### src/hw/rtl/matrix_multiply_core_macros.svh
// ----------------------------------------------------------------------------
// Assertion macros for the matrix multiply core
// Concurrent checks clocked on clk and disabled while arst_n is low.
// ----------------------------------------------------------------------------
`ifndef MATRIX_MULTIPLY_CORE_MACROS_SVH
`define MATRIX_MULTIPLY_CORE_MACROS_SVH

// Same-cycle property
`define MMC_ASSERT(label, prop, msg) \
	label: assert property (@(posedge clk) disable iff (!arst_n) (prop)) \
		else $error(msg);

// Antecedent now, consequent in the next cycle
`define MMC_ASSERT_NEXT(label, ante, cons, msg) \
	label: assert property (@(posedge clk) disable iff (!arst_n) (ante) |=> (cons)) \
		else $error(msg);

`endif

### src/hw/rtl/mm_pkg.sv
// ----------------------------------------------------------------------------
// Matrix multiply package
// Field widths, operation codes and register indexes shared by the core.
// ----------------------------------------------------------------------------
`default_nettype none

package mm_pkg;

	localparam int OP_W    = 2;
	localparam int ROW_W   = 3;
	localparam int VAL_W   = 16;
	localparam int PROD_W  = 32;
	localparam int SUM_W   = 35;
	localparam int CFG_W   = 4;
	localparam int PADDR_W = 4;
	localparam int PDATA_W = 32;

	typedef enum logic [OP_W-1:0] {
		OP_LOAD_A = 2'd0,
		OP_LOAD_B = 2'd1,
		OP_START  = 2'd2
	} op_t;

	typedef logic [1:0] reg_idx_t;

	localparam reg_idx_t REG_ROWS_A     = 2'd0;
	localparam reg_idx_t REG_INNER_SIZE = 2'd1;
	localparam reg_idx_t REG_COLS_B     = 2'd2;

	localparam logic [CFG_W-1:0] SIZE_RESET = 4'd8;

endpackage

`default_nettype wire

### src/hw/rtl/mm_if.sv
// ----------------------------------------------------------------------------
// Matrix multiply stream interfaces
// Command beats (loads and start) and result beats, valid/ready handshake.
// ----------------------------------------------------------------------------
`default_nettype none

interface mm_cmd_if import mm_pkg::*; ();
	logic                    valid;
	logic                    ready;
	op_t                     op;
	logic [ROW_W-1:0]        row;
	logic [ROW_W-1:0]        col;
	logic signed [VAL_W-1:0] value;

	modport source (output valid, output op, output row, output col, output value,
		input ready);
	modport sink (input valid, input op, input row, input col, input value,
		output ready);
endinterface

interface mm_res_if import mm_pkg::*; ();
	logic                    valid;
	logic                    ready;
	logic [ROW_W-1:0]        out_row;
	logic [ROW_W-1:0]        out_col;
	logic signed [SUM_W-1:0] sum;
	logic                    last;

	modport source (output valid, output out_row, output out_col, output sum,
		output last, input ready);
	modport sink (input valid, input out_row, input out_col, input sum, input last,
		output ready);
endinterface

`default_nettype wire

### src/hw/rtl/matrix_multiply_core.sv
// Load beats, like a start beat, are accepted only while idle.
// Each product element makes n operand reads through the single shared
// multiply-accumulate unit, then a three-stage drain (read, multiply, add).
// A start runs through all m * p elements; while a finished result waits on
// ready, the next element's first read is held back.
// Reset clears control state and sets all three size registers to 8; the
// operand stores are undefined until loaded.
// ----------------------------------------------------------------------------
// Matrix multiply core
// Loads A and B into local stores, then emits C = A x B element by element.
// ----------------------------------------------------------------------------
`default_nettype none
`include "matrix_multiply_core_macros.svh"

module matrix_multiply_core import mm_pkg::*; #(
	parameter int MAX_DIM = 8
) (
	input  wire                  clk,
	input  wire                  arst_n,
	input  wire                  psel,
	input  wire                  penable,
	input  wire                  pwrite,
	input  wire  [PADDR_W-1:0]   paddr,
	input  wire  [PDATA_W-1:0]   pwdata,
	output logic [PDATA_W-1:0]   prdata,
	output logic                 pready,
	mm_cmd_if.sink               cmd,
	mm_res_if.source             res
);

	localparam int DIM_W = (MAX_DIM > 1) ? $clog2(MAX_DIM) : 1;
	localparam int DEPTH = MAX_DIM * MAX_DIM;
	localparam int AW    = (DEPTH > 1) ? $clog2(DEPTH) : 1;
	localparam logic [ROW_W:0] GRID = (ROW_W + 1)'(MAX_DIM);

	typedef enum logic [1:0] {
		ST_IDLE,
		ST_MAC,
		ST_DRAIN
	} state_t;

	// Clamp a size register and return the highest index it allows
	function automatic logic [DIM_W-1:0] size_last(input logic [CFG_W-1:0] v);
		logic [DIM_W-1:0] r;
		if (v == '0) begin
			r = '0;
		end else if (v > CFG_W'(MAX_DIM)) begin
			r = DIM_W'(MAX_DIM - 1);
		end else begin
			r = DIM_W'(v - 1'b1);
		end
		return r;
	endfunction

	// Configuration registers
	logic [CFG_W-1:0] rows_a_q;
	logic [CFG_W-1:0] inner_size_q;
	logic [CFG_W-1:0] cols_b_q;
	logic             cfg_wr;
	reg_idx_t         cfg_idx;

	// Sequencer
	state_t           state_q;
	logic [DIM_W-1:0] i_q, j_q, k_q;
	logic [DIM_W-1:0] m_last_q, n_last_q, p_last_q;
	logic             cmd_acc;
	logic             issue;
	logic             elem_last;

	// Operand stores
	logic signed [VAL_W-1:0] store_a [DEPTH];
	logic signed [VAL_W-1:0] store_b [DEPTH];
	logic                    in_grid;
	logic                    wr_a, wr_b;
	logic [AW-1:0]           wr_addr;
	logic [AW-1:0]           rd_addr_a, rd_addr_b;

	// Multiply-accumulate pipeline
	logic                     v_s1_q, v_s2_q;
	logic signed [VAL_W-1:0]  rd_a_s1, rd_b_s1;
	logic                     first_s1, lastk_s1, lastel_s1;
	logic [DIM_W-1:0]         i_s1, j_s1;
	logic signed [PROD_W-1:0] prod_s2;
	logic                     first_s2, lastk_s2, lastel_s2;
	logic [DIM_W-1:0]         i_s2, j_s2;
	logic signed [SUM_W-1:0]  acc_q;
	logic signed [SUM_W-1:0]  sum_next;
	logic                     res_load;

	// Result register
	logic                    out_valid_q;
	logic [ROW_W-1:0]        out_row_q, out_col_q;
	logic signed [SUM_W-1:0] out_sum_q;
	logic                    out_last_q;

	// Register write decode
	assign pready  = 1'b1;
	assign cfg_idx = paddr[3:2];
	assign cfg_wr  = psel && penable && pwrite && pready;

	always_ff @(posedge clk or negedge arst_n) begin
		if (!arst_n) begin
			rows_a_q     <= SIZE_RESET;
			inner_size_q <= SIZE_RESET;
			cols_b_q     <= SIZE_RESET;
		end else if (cfg_wr) begin
			case (cfg_idx)
				REG_ROWS_A:     rows_a_q     <= pwdata[CFG_W-1:0];
				REG_INNER_SIZE: inner_size_q <= pwdata[CFG_W-1:0];
				REG_COLS_B:     cols_b_q     <= pwdata[CFG_W-1:0];
				default: ;
			endcase
		end
	end

	// Register read back
	always_comb begin
		case (cfg_idx)
			REG_ROWS_A:     prdata = PDATA_W'(rows_a_q);
			REG_INNER_SIZE: prdata = PDATA_W'(inner_size_q);
			REG_COLS_B:     prdata = PDATA_W'(cols_b_q);
			default:        prdata = '0;
		endcase
	end

	// Command handshake and store writes
	assign cmd.ready = (state_q == ST_IDLE);
	assign cmd_acc   = cmd.valid && cmd.ready;
	assign in_grid   = ({1'b0, cmd.row} < GRID) && ({1'b0, cmd.col} < GRID);
	assign wr_a      = cmd_acc && (cmd.op == OP_LOAD_A) && in_grid;
	assign wr_b      = cmd_acc && (cmd.op == OP_LOAD_B) && in_grid;
	assign wr_addr   = AW'(AW'(cmd.row) * AW'(MAX_DIM)) + AW'(cmd.col);

	// Operand addresses: A[i][k] and B[k][j]
	assign rd_addr_a = AW'(AW'(i_q) * AW'(MAX_DIM)) + AW'(k_q);
	assign rd_addr_b = AW'(AW'(k_q) * AW'(MAX_DIM)) + AW'(j_q);

	// Hold the first read of an element until the result register is free
	assign issue     = (state_q == ST_MAC) &&
		!((k_q == '0) && out_valid_q && !res.ready);
	assign elem_last = (i_q == m_last_q) && (j_q == p_last_q);

	// Sequencer, counters and result register
	always_ff @(posedge clk or negedge arst_n) begin
		if (!arst_n) begin
			state_q     <= ST_IDLE;
			i_q         <= '0;
			j_q         <= '0;
			k_q         <= '0;
			m_last_q    <= '0;
			n_last_q    <= '0;
			p_last_q    <= '0;
			out_valid_q <= 1'b0;
			out_row_q   <= '0;
			out_col_q   <= '0;
			out_sum_q   <= '0;
			out_last_q  <= 1'b0;
		end else begin
			case (state_q)
				ST_IDLE: begin
					if (cmd_acc && (cmd.op == OP_START)) begin
						m_last_q <= size_last(rows_a_q);
						n_last_q <= size_last(inner_size_q);
						p_last_q <= size_last(cols_b_q);
						i_q      <= '0;
						j_q      <= '0;
						k_q      <= '0;
						state_q  <= ST_MAC;
					end
				end
				ST_MAC: begin
					if (issue) begin
						if (k_q == n_last_q) begin
							k_q     <= '0;
							state_q <= ST_DRAIN;
						end else begin
							k_q <= k_q + 1'b1;
						end
					end
				end
				ST_DRAIN: begin
					// Wait for the element to leave the pipeline, then advance
					if (!v_s1_q && !v_s2_q) begin
						if (elem_last) begin
							state_q <= ST_IDLE;
						end else begin
							if (j_q == p_last_q) begin
								j_q <= '0;
								i_q <= i_q + 1'b1;
							end else begin
								j_q <= j_q + 1'b1;
							end
							state_q <= ST_MAC;
						end
					end
				end
				default: state_q <= ST_IDLE;
			endcase

			// Load a finished element, else drop the result beat once taken
			if (res_load) begin
				out_valid_q <= 1'b1;
				out_row_q   <= ROW_W'(i_s2);
				out_col_q   <= ROW_W'(j_s2);
				out_sum_q   <= sum_next;
				out_last_q  <= lastel_s2;
			end else if (res.ready) begin
				out_valid_q <= 1'b0;
			end
		end
	end

	// Store write and registered read
	always_ff @(posedge clk) begin
		if (wr_a) begin
			store_a[wr_addr] <= cmd.value;
		end
		if (wr_b) begin
			store_b[wr_addr] <= cmd.value;
		end
		rd_a_s1 <= store_a[rd_addr_a];
		rd_b_s1 <= store_b[rd_addr_b];
	end

	// Pipeline valids
	always_ff @(posedge clk or negedge arst_n) begin
		if (!arst_n) begin
			v_s1_q <= 1'b0;
			v_s2_q <= 1'b0;
		end else begin
			v_s1_q <= issue;
			v_s2_q <= v_s1_q;
		end
	end

	// Carry element tags alongside the operands, multiply in stage two
	always_ff @(posedge clk) begin
		first_s1  <= (k_q == '0);
		lastk_s1  <= (k_q == n_last_q);
		lastel_s1 <= elem_last;
		i_s1      <= i_q;
		j_s1      <= j_q;
		prod_s2   <= rd_a_s1 * rd_b_s1;
		first_s2  <= first_s1;
		lastk_s2  <= lastk_s1;
		lastel_s2 <= lastel_s1;
		i_s2      <= i_s1;
		j_s2      <= j_s1;
	end

	// Accumulate, restarting on the first product of each element
	assign sum_next = (first_s2 ? SUM_W'(0) : acc_q) + SUM_W'(prod_s2);
	assign res_load = v_s2_q && lastk_s2;

	always_ff @(posedge clk or negedge arst_n) begin
		if (!arst_n) begin
			acc_q <= '0;
		end else if (v_s2_q) begin
			acc_q <= sum_next;
		end
	end

	// Result port
	assign res.valid   = out_valid_q;
	assign res.out_row = out_row_q;
	assign res.out_col = out_col_q;
	assign res.sum     = out_sum_q;
	assign res.last    = out_last_q;

	// Checks
	`MMC_ASSERT(a_no_overwrite, !res_load || !out_valid_q || res.ready, "result beat overwritten")
	`MMC_ASSERT(a_idle_empty, (state_q != ST_IDLE) || (!v_s1_q && !v_s2_q), "pipeline busy while idle")
	`MMC_ASSERT(a_last_drained, !(res.valid && res.last) || (!v_s1_q && !v_s2_q), "work after last beat")
	`MMC_ASSERT_NEXT(a_last_to_idle, res_load && lastel_s2, (state_q == ST_DRAIN) && !v_s2_q, "last element not closing run")

endmodule

`default_nettype wire
### src/flat_wrapper.sv
// flat-port wrapper written by rule: the top's interface ports become plain ports
module matrix_multiply_core_flat import mm_pkg::*;
#(
	parameter int MAX_DIM = 8
)
  (clk, arst_n, psel, penable, pwrite, paddr, pwdata, prdata, pready, cmd_valid, cmd_op, cmd_row, cmd_col, cmd_value, cmd_ready, res_valid, res_out_row, res_out_col, res_sum, res_last, res_ready);
  mm_cmd_if cmd_i ();
  mm_res_if res_i ();
  input  wire clk;
  input  wire arst_n;
  input  wire psel;
  input  wire penable;
  input  wire pwrite;
  input  wire  [PADDR_W-1:0] paddr;
  input  wire  [PDATA_W-1:0] pwdata;
  output logic [PDATA_W-1:0] prdata;
  output logic pready;
  input wire logic [$bits(cmd_i.valid)-1:0] cmd_valid;
  input wire logic [$bits(cmd_i.op)-1:0] cmd_op;
  input wire logic [$bits(cmd_i.row)-1:0] cmd_row;
  input wire logic [$bits(cmd_i.col)-1:0] cmd_col;
  input wire logic [$bits(cmd_i.value)-1:0] cmd_value;
  output wire logic [$bits(cmd_i.ready)-1:0] cmd_ready;
  output wire logic [$bits(res_i.valid)-1:0] res_valid;
  output wire logic [$bits(res_i.out_row)-1:0] res_out_row;
  output wire logic [$bits(res_i.out_col)-1:0] res_out_col;
  output wire logic [$bits(res_i.sum)-1:0] res_sum;
  output wire logic [$bits(res_i.last)-1:0] res_last;
  input wire logic [$bits(res_i.ready)-1:0] res_ready;
  assign cmd_i.valid = cmd_valid;
  assign cmd_i.op = cmd_op;
  assign cmd_i.row = cmd_row;
  assign cmd_i.col = cmd_col;
  assign cmd_i.value = cmd_value;
  assign cmd_ready = cmd_i.ready;
  assign res_valid = res_i.valid;
  assign res_out_row = res_i.out_row;
  assign res_out_col = res_i.out_col;
  assign res_sum = res_i.sum;
  assign res_last = res_i.last;
  assign res_i.ready = res_ready;
  matrix_multiply_core #(.MAX_DIM(MAX_DIM)) u_core (.clk(clk), .arst_n(arst_n), .psel(psel), .penable(penable), .pwrite(pwrite), .paddr(paddr), .pwdata(pwdata), .prdata(prdata), .pready(pready), .cmd(cmd_i), .res(res_i));
endmodule
### config.mk
export PLATFORM = sky130hd
export DESIGN_NAME = matrix_multiply_core_flat
export DESIGN_NICKNAME = d
export VERILOG_FILES = /design/src/hw/rtl/mm_pkg.sv /design/src/hw/rtl/mm_if.sv /design/src/hw/rtl/matrix_multiply_core.sv /design/src/flat_wrapper.sv
export VERILOG_INCLUDE_DIRS = /design/src /design/src/hw/rtl
export SDC_FILE = /design/constraint.sdc
export NUM_CORES = 2
export LEC_CHECK = 0
export BUFFER_PORTS_ARGS = -buffer_cell sky130_fd_sc_hd__buf_2
export CORE_UTILIZATION = 37
export CTS_CLUSTER_DIAMETER = 60
export DETAILED_ROUTE_END_ITERATION = 6
export SETUP_SLACK_MARGIN = 0.1
export SLEW_MARGIN = 20
export SYNTH_ARGS = -nofsm -noshare
export SYNTH_HDL_FRONTEND = slang
export SYNTH_SLANG_ARGS = --single-unit
### constraint.sdc
create_clock -name clk -period 6 [get_ports clk]
set_input_delay 1.2 -clock clk [delete_from_list [all_inputs] [get_ports clk]]
set_output_delay 1.2 -clock clk [all_outputs]
set_load 0.02 [all_outputs]
==> results.rst <==
.. list-table::
   :header-rows: 1

   * - Metric
     - Value
   * - Outcome
     - finished, violations left
   * - Failing checks
     - negative setup slack
   * - Netlist area before placement
     - just under 0.1 mm2
   * - Floorplan die area
     - 0.263 mm2
   * - Number of rows in the core area
     - 187
   * - Global route total overflow
     - 0
   * - Slew @ Worst Pin
     - ~1200 ps
   * - Crit Path Category
     - reg2reg
   * - Worst R2R Start
     - u_core.rd_b_s1[5]$_DFF_P_
   * - Number of warning messages in the yosys log
     - 0
   * - Count of hold buffers inserted by post-cts repair
     - 0
   * - Multi-input combinational cell area
     - between 0.02 and 0.03 mm2
   * - Routability congestion estimate
     - about 0.80
   * - Worst EP required
     - around 6800 ps
   * - Worst clock skew on the final layout
     - just under 80 ps
   * - Clock edge transition at the registers on the reported setup and hold paths
     - approximately 60 ps
   * - Area growth from synthesis to layout
     - 14.5%
   * - Count of unique library cells instantiated by Yosys
     - between 70 and 80
   * - Detail Route Antenna Nets
     - 0
   * - Max frequency
     - approximately 160 MHz
   * - Sum of routed wire length over all layers
     - roughly 230 mm
   * - Post-synth EDFFs
     - 2048
   * - First-iteration detailed-routing DRC count
     - 4410
   * - Number of H-tree branching levels
     - 4
   * - Capture instance of the worst register-to-register path
     - u_core.prod_s2[28]$_DFF_P_
   * - Fin worst setup slack
     - -129 ps
   * - Final #Nets
     - 5829
   * - Synth Area per Inst
     - 19.4 um2
   * - Number of global-route vias before repair
     - slightly below 50k
   * - Bufs on Longest Clock Path
     - 3
   * - Cell Count Post-Placement
     - ~8.5k
   * - Setup Slack @ Placement
     - -298 ps
   * - Initial core utilization
     - ~37%
   * - Overall die height
     - ~510 um
   * - Worst-skew pair later-pin latency
     - slightly below 900 ps
   * - Number of standard cells in the layout, taps in and fillers out
     - between 8k and 9k
   * - Total setup violations reported at the end of the flow
     - 2
   * - Floorplan die width
     - 513 um
   * - Share of async-settable or async-resettable flops after synthesis
     - approximately 5.0%
   * - Total number of vias
     - around 47k
   * - R2R setup slack
     - -130 ps
   * - Area of the core region
     - roughly 0.26 mm2
   * - End point of the critical path
     - u_core.prod_s2[28]$_DFF_P_
   * - Final-layout setup total negative slack
     - -150 ps
   * - Sequential cell area
     - roughly 0.066 mm2
   * - All-layer global routing usage
     - 17.6%
   * - Pin count of the biggest net entering global routing
     - ~100
   * - Via density per instance
     - 5.29
   * - Number of top-level design ports
     - ~140
   * - Startpoint types
     - register
   * - Path category of the worst min-delay check
     - reg2reg
   * - Half-perimeter wire length after placement
     - 139 mm
   * - Origin of the worst setup path
     - u_core.rd_b_s1[5]$_DFF_P_
   * - Sequential share of the synthesized area
     - about two thirds
   * - Clock tree sinks
     - approximately 2.2k
   * - Unrepaired setup endpoints after global routing
     - true
   * - Number of DRC violations after detailed routing
     - 0
   * - Number of optimization iterations in the first detailed-route pass
     - 5
   * - Cells after Synth
     - between 4k and 5k
   * - Final Max Tran Viols
     - 0
   * - Hold Fails Final Rpt
     - 0
   * - Initial antenna violation count
     - 24
   * - Port Buf Inserts
     - 84
   * - Max Cap Violations
     - 0
   * - Share of cells above drive strength 1
     - between 20 and 30%
   * - Average wire length per cell after detail routing
     - 25.7 um
   * - Most common flop cell mapped by yosys
     - edfxtp_1
   * - Final cycle utilization of the critical path
     - 102%
   * - Max Fanout on Critical Path
     - 4
   * - CTS tree
     - done
   * - Wire length of the first global-routing pass
     - ~340 mm
   * - Clock buffers created by TritonCTS
     - 219
   * - Cell at the root of the clock tree
     - clkbuf_16
   * - Final critical delay including setup and external delays
     - 6130 ps
   * - Depth of the most critical reg-to-reg path
     - 22
   * - Endpoint arrival time on the critical path
     - around 6900 ps
   * - Final core occ
     - roughly 43%
   * - Remaining max-slew budget at the tightest pin
     - between 20% and 30%
   * - Filler Cell Count
     - about 22k
   * - Crit end category
     - register
   * - Register bit count reported by yosys
     - 2242
[kinds of logic (layout without fill, tap and decap cells)]
kind of cell	count (synthesis)	after routing	share of synthesized area (%)
XOR/XNOR	65	65	0.589
other	2	35	0.00777
adder cells (fa/ha/maj)	386	386	7.04
flip-flops	2242	2242	68.2
AND/OR/NAND/NOR	726	726	3.62
AO/OA/AOI/OAI	222	222	1.54
multiplexers	742	742	16.5
buffers and inverters	605	1149	2.53
[how the worst min path moves through the flow]
stage,end,start,depth (start not counted),slack (ps)
floorplan,u_core.first_s2$_DFF_P_,u_core.first_s1$_DFF_P_,0,310
global placement,u_core.first_s2$_DFF_P_,u_core.first_s1$_DFF_P_,0,310
detailed placement,u_core.j_s2[0]$_DFF_P_,u_core.j_s1[0]$_DFF_P_,0,310
CTS,u_core.j_s2[1]$_DFF_P_,u_core.j_s1[1]$_DFF_P_,0,330
global route,u_core.j_s2[0]$_DFF_P_,u_core.j_s1[0]$_DFF_P_,0,330
finish,u_core.j_s2[2]$_DFF_P_,u_core.j_s1[2]$_DFF_P_,0,330
[cell type report]
| class | instances | share of cell area (%) |
|---|---|---|
| multi-input cells | 2170 | 25.9 |
| diodes | 6 | 0.0136 |
| clock inverters | 139 | 1.40 |
| repair buffers | 393 | 2.79 |
| flip-flops and latches | 2242 | 59.6 |
| inverters | 350 | 1.19 |
| well taps | 3402 | 3.84 |
| clock buffers | 267 | 5.22 |
[layer usage]
| metal | wire length [um] | global-route usage [%] | vias to the layer above | share of wire (%) |
|---|---|---|---|---|
| met2 | 114000 | 29.6 | 1366 | 50 |
| met4 | 4110 | 3.82 | 18 | 1.8 |
| met5 | 115 | 0 | - | 0.050 |
| met1 | 98000 | 24.2 | 25600 | 43 |
| met3 | 13400 | 2.66 | 269 | 5.8 |
| li1 | - | - | 20200 | - |
[flip-flops by register name, indices dropped and copies added, names as in the netlist, 4 cells and up]
register             count
u_core.acc_q            35
u_core.res.sum          35
u_core.store_b        1024
u_core.rd_a_s1          16
u_core.prod_s2          32
u_core.store_a        1024
u_core.rows_a_q          4
u_core.inner_size_q      4
u_core.cols_b_q          4
u_core.rd_b_s1          16
[worst max-delay path, stage by stage, from the launching register on]
cell	delay [ps]
dfxtp_2	330
buf_12	120
and2_4	130
fa_1	490
inv_1	50
fa_1	510
fa_1	450
fa_1	500
inv_1	50
fa_1	480
inv_1	50
fa_1	490
inv_2	50
ha_4	260
nand2_2	40
or3_4	350
o211ai_1	290
a211oi_2	150
o21ai_2	200
a41oi_2	150
a21o_1	240
or4b_1	480
nand4b_1	120
[cells in the mapped netlist (50+ instances only)]
library cell | instances | share of area [%]
and2_1 | 119 | 0.77
buf_1 | 51 | 0.20
clkbuf_1 | 161 | 0.63
dfrtp_1 | 109 | 2.8
dfxtp_1 | 82 | 1.7
edfxtp_1 | 2048 | 64
fa_1 | 263 | 5.4
ha_1 | 123 | 1.6
inv_1 | 350 | 1.4
mux2_2 | 59 | 0.69
mux4_2 | 672 | 16
nand2_1 | 218 | 0.85
nor2_1 | 199 | 0.77
o21ai_0 | 50 | 0.26
[through the flow]
stage / cell area [um2] / hold WS, ps
detailed placement: 103000 / 312
CTS: 111000 / 327
floorplan: 96900 / 310
global route: 111000 / 331
finish: 111000 / 326
global placement: 103000 / 312
[layout by cell type, fill, tap and decap left out, drive strengths merged, types with 8 or more instances in the layout]
master  netlist  layout
nand2       218     218
o21ai        51      51
conb          2      29
a211oi       14      14
inv         350     363
nand3b        9       9
mux4        672     672
edfxtp     2048    2048
and3         15      15
dfxtp        82      82
nor3         23      23
mux2         59      59
nor3b         8       8
a21oi        45      45
xnor2        44      44
and2        119     119
xor2         21      21
clkinv        0     100
mux2i        11      11
dfrtp       109     109
nor2b        40      40
bufinv        0      22
nand4         9       9
buf          88     393
nand3        28      28
clkbuf      167     267
fa          263     263
ha          123     123
a21o         27      27
o21a         22      22
nor2        200     200
o31ai         8       8
or3          10      10
nand2b       23      23
o211ai       13      13
[timing repair]
action	4_1_cts	5_1_grt
hold endpoints to repair	0	0
gates resized for setup	58	35
gates cloned	0	0
setup endpoints to repair	8	10
pin swaps	27	22
setup buffers	10	2
Power is left out: the tool's default activity adds up to more than one toggle a clock period on the data nets, which glitch-free logic cannot reach.
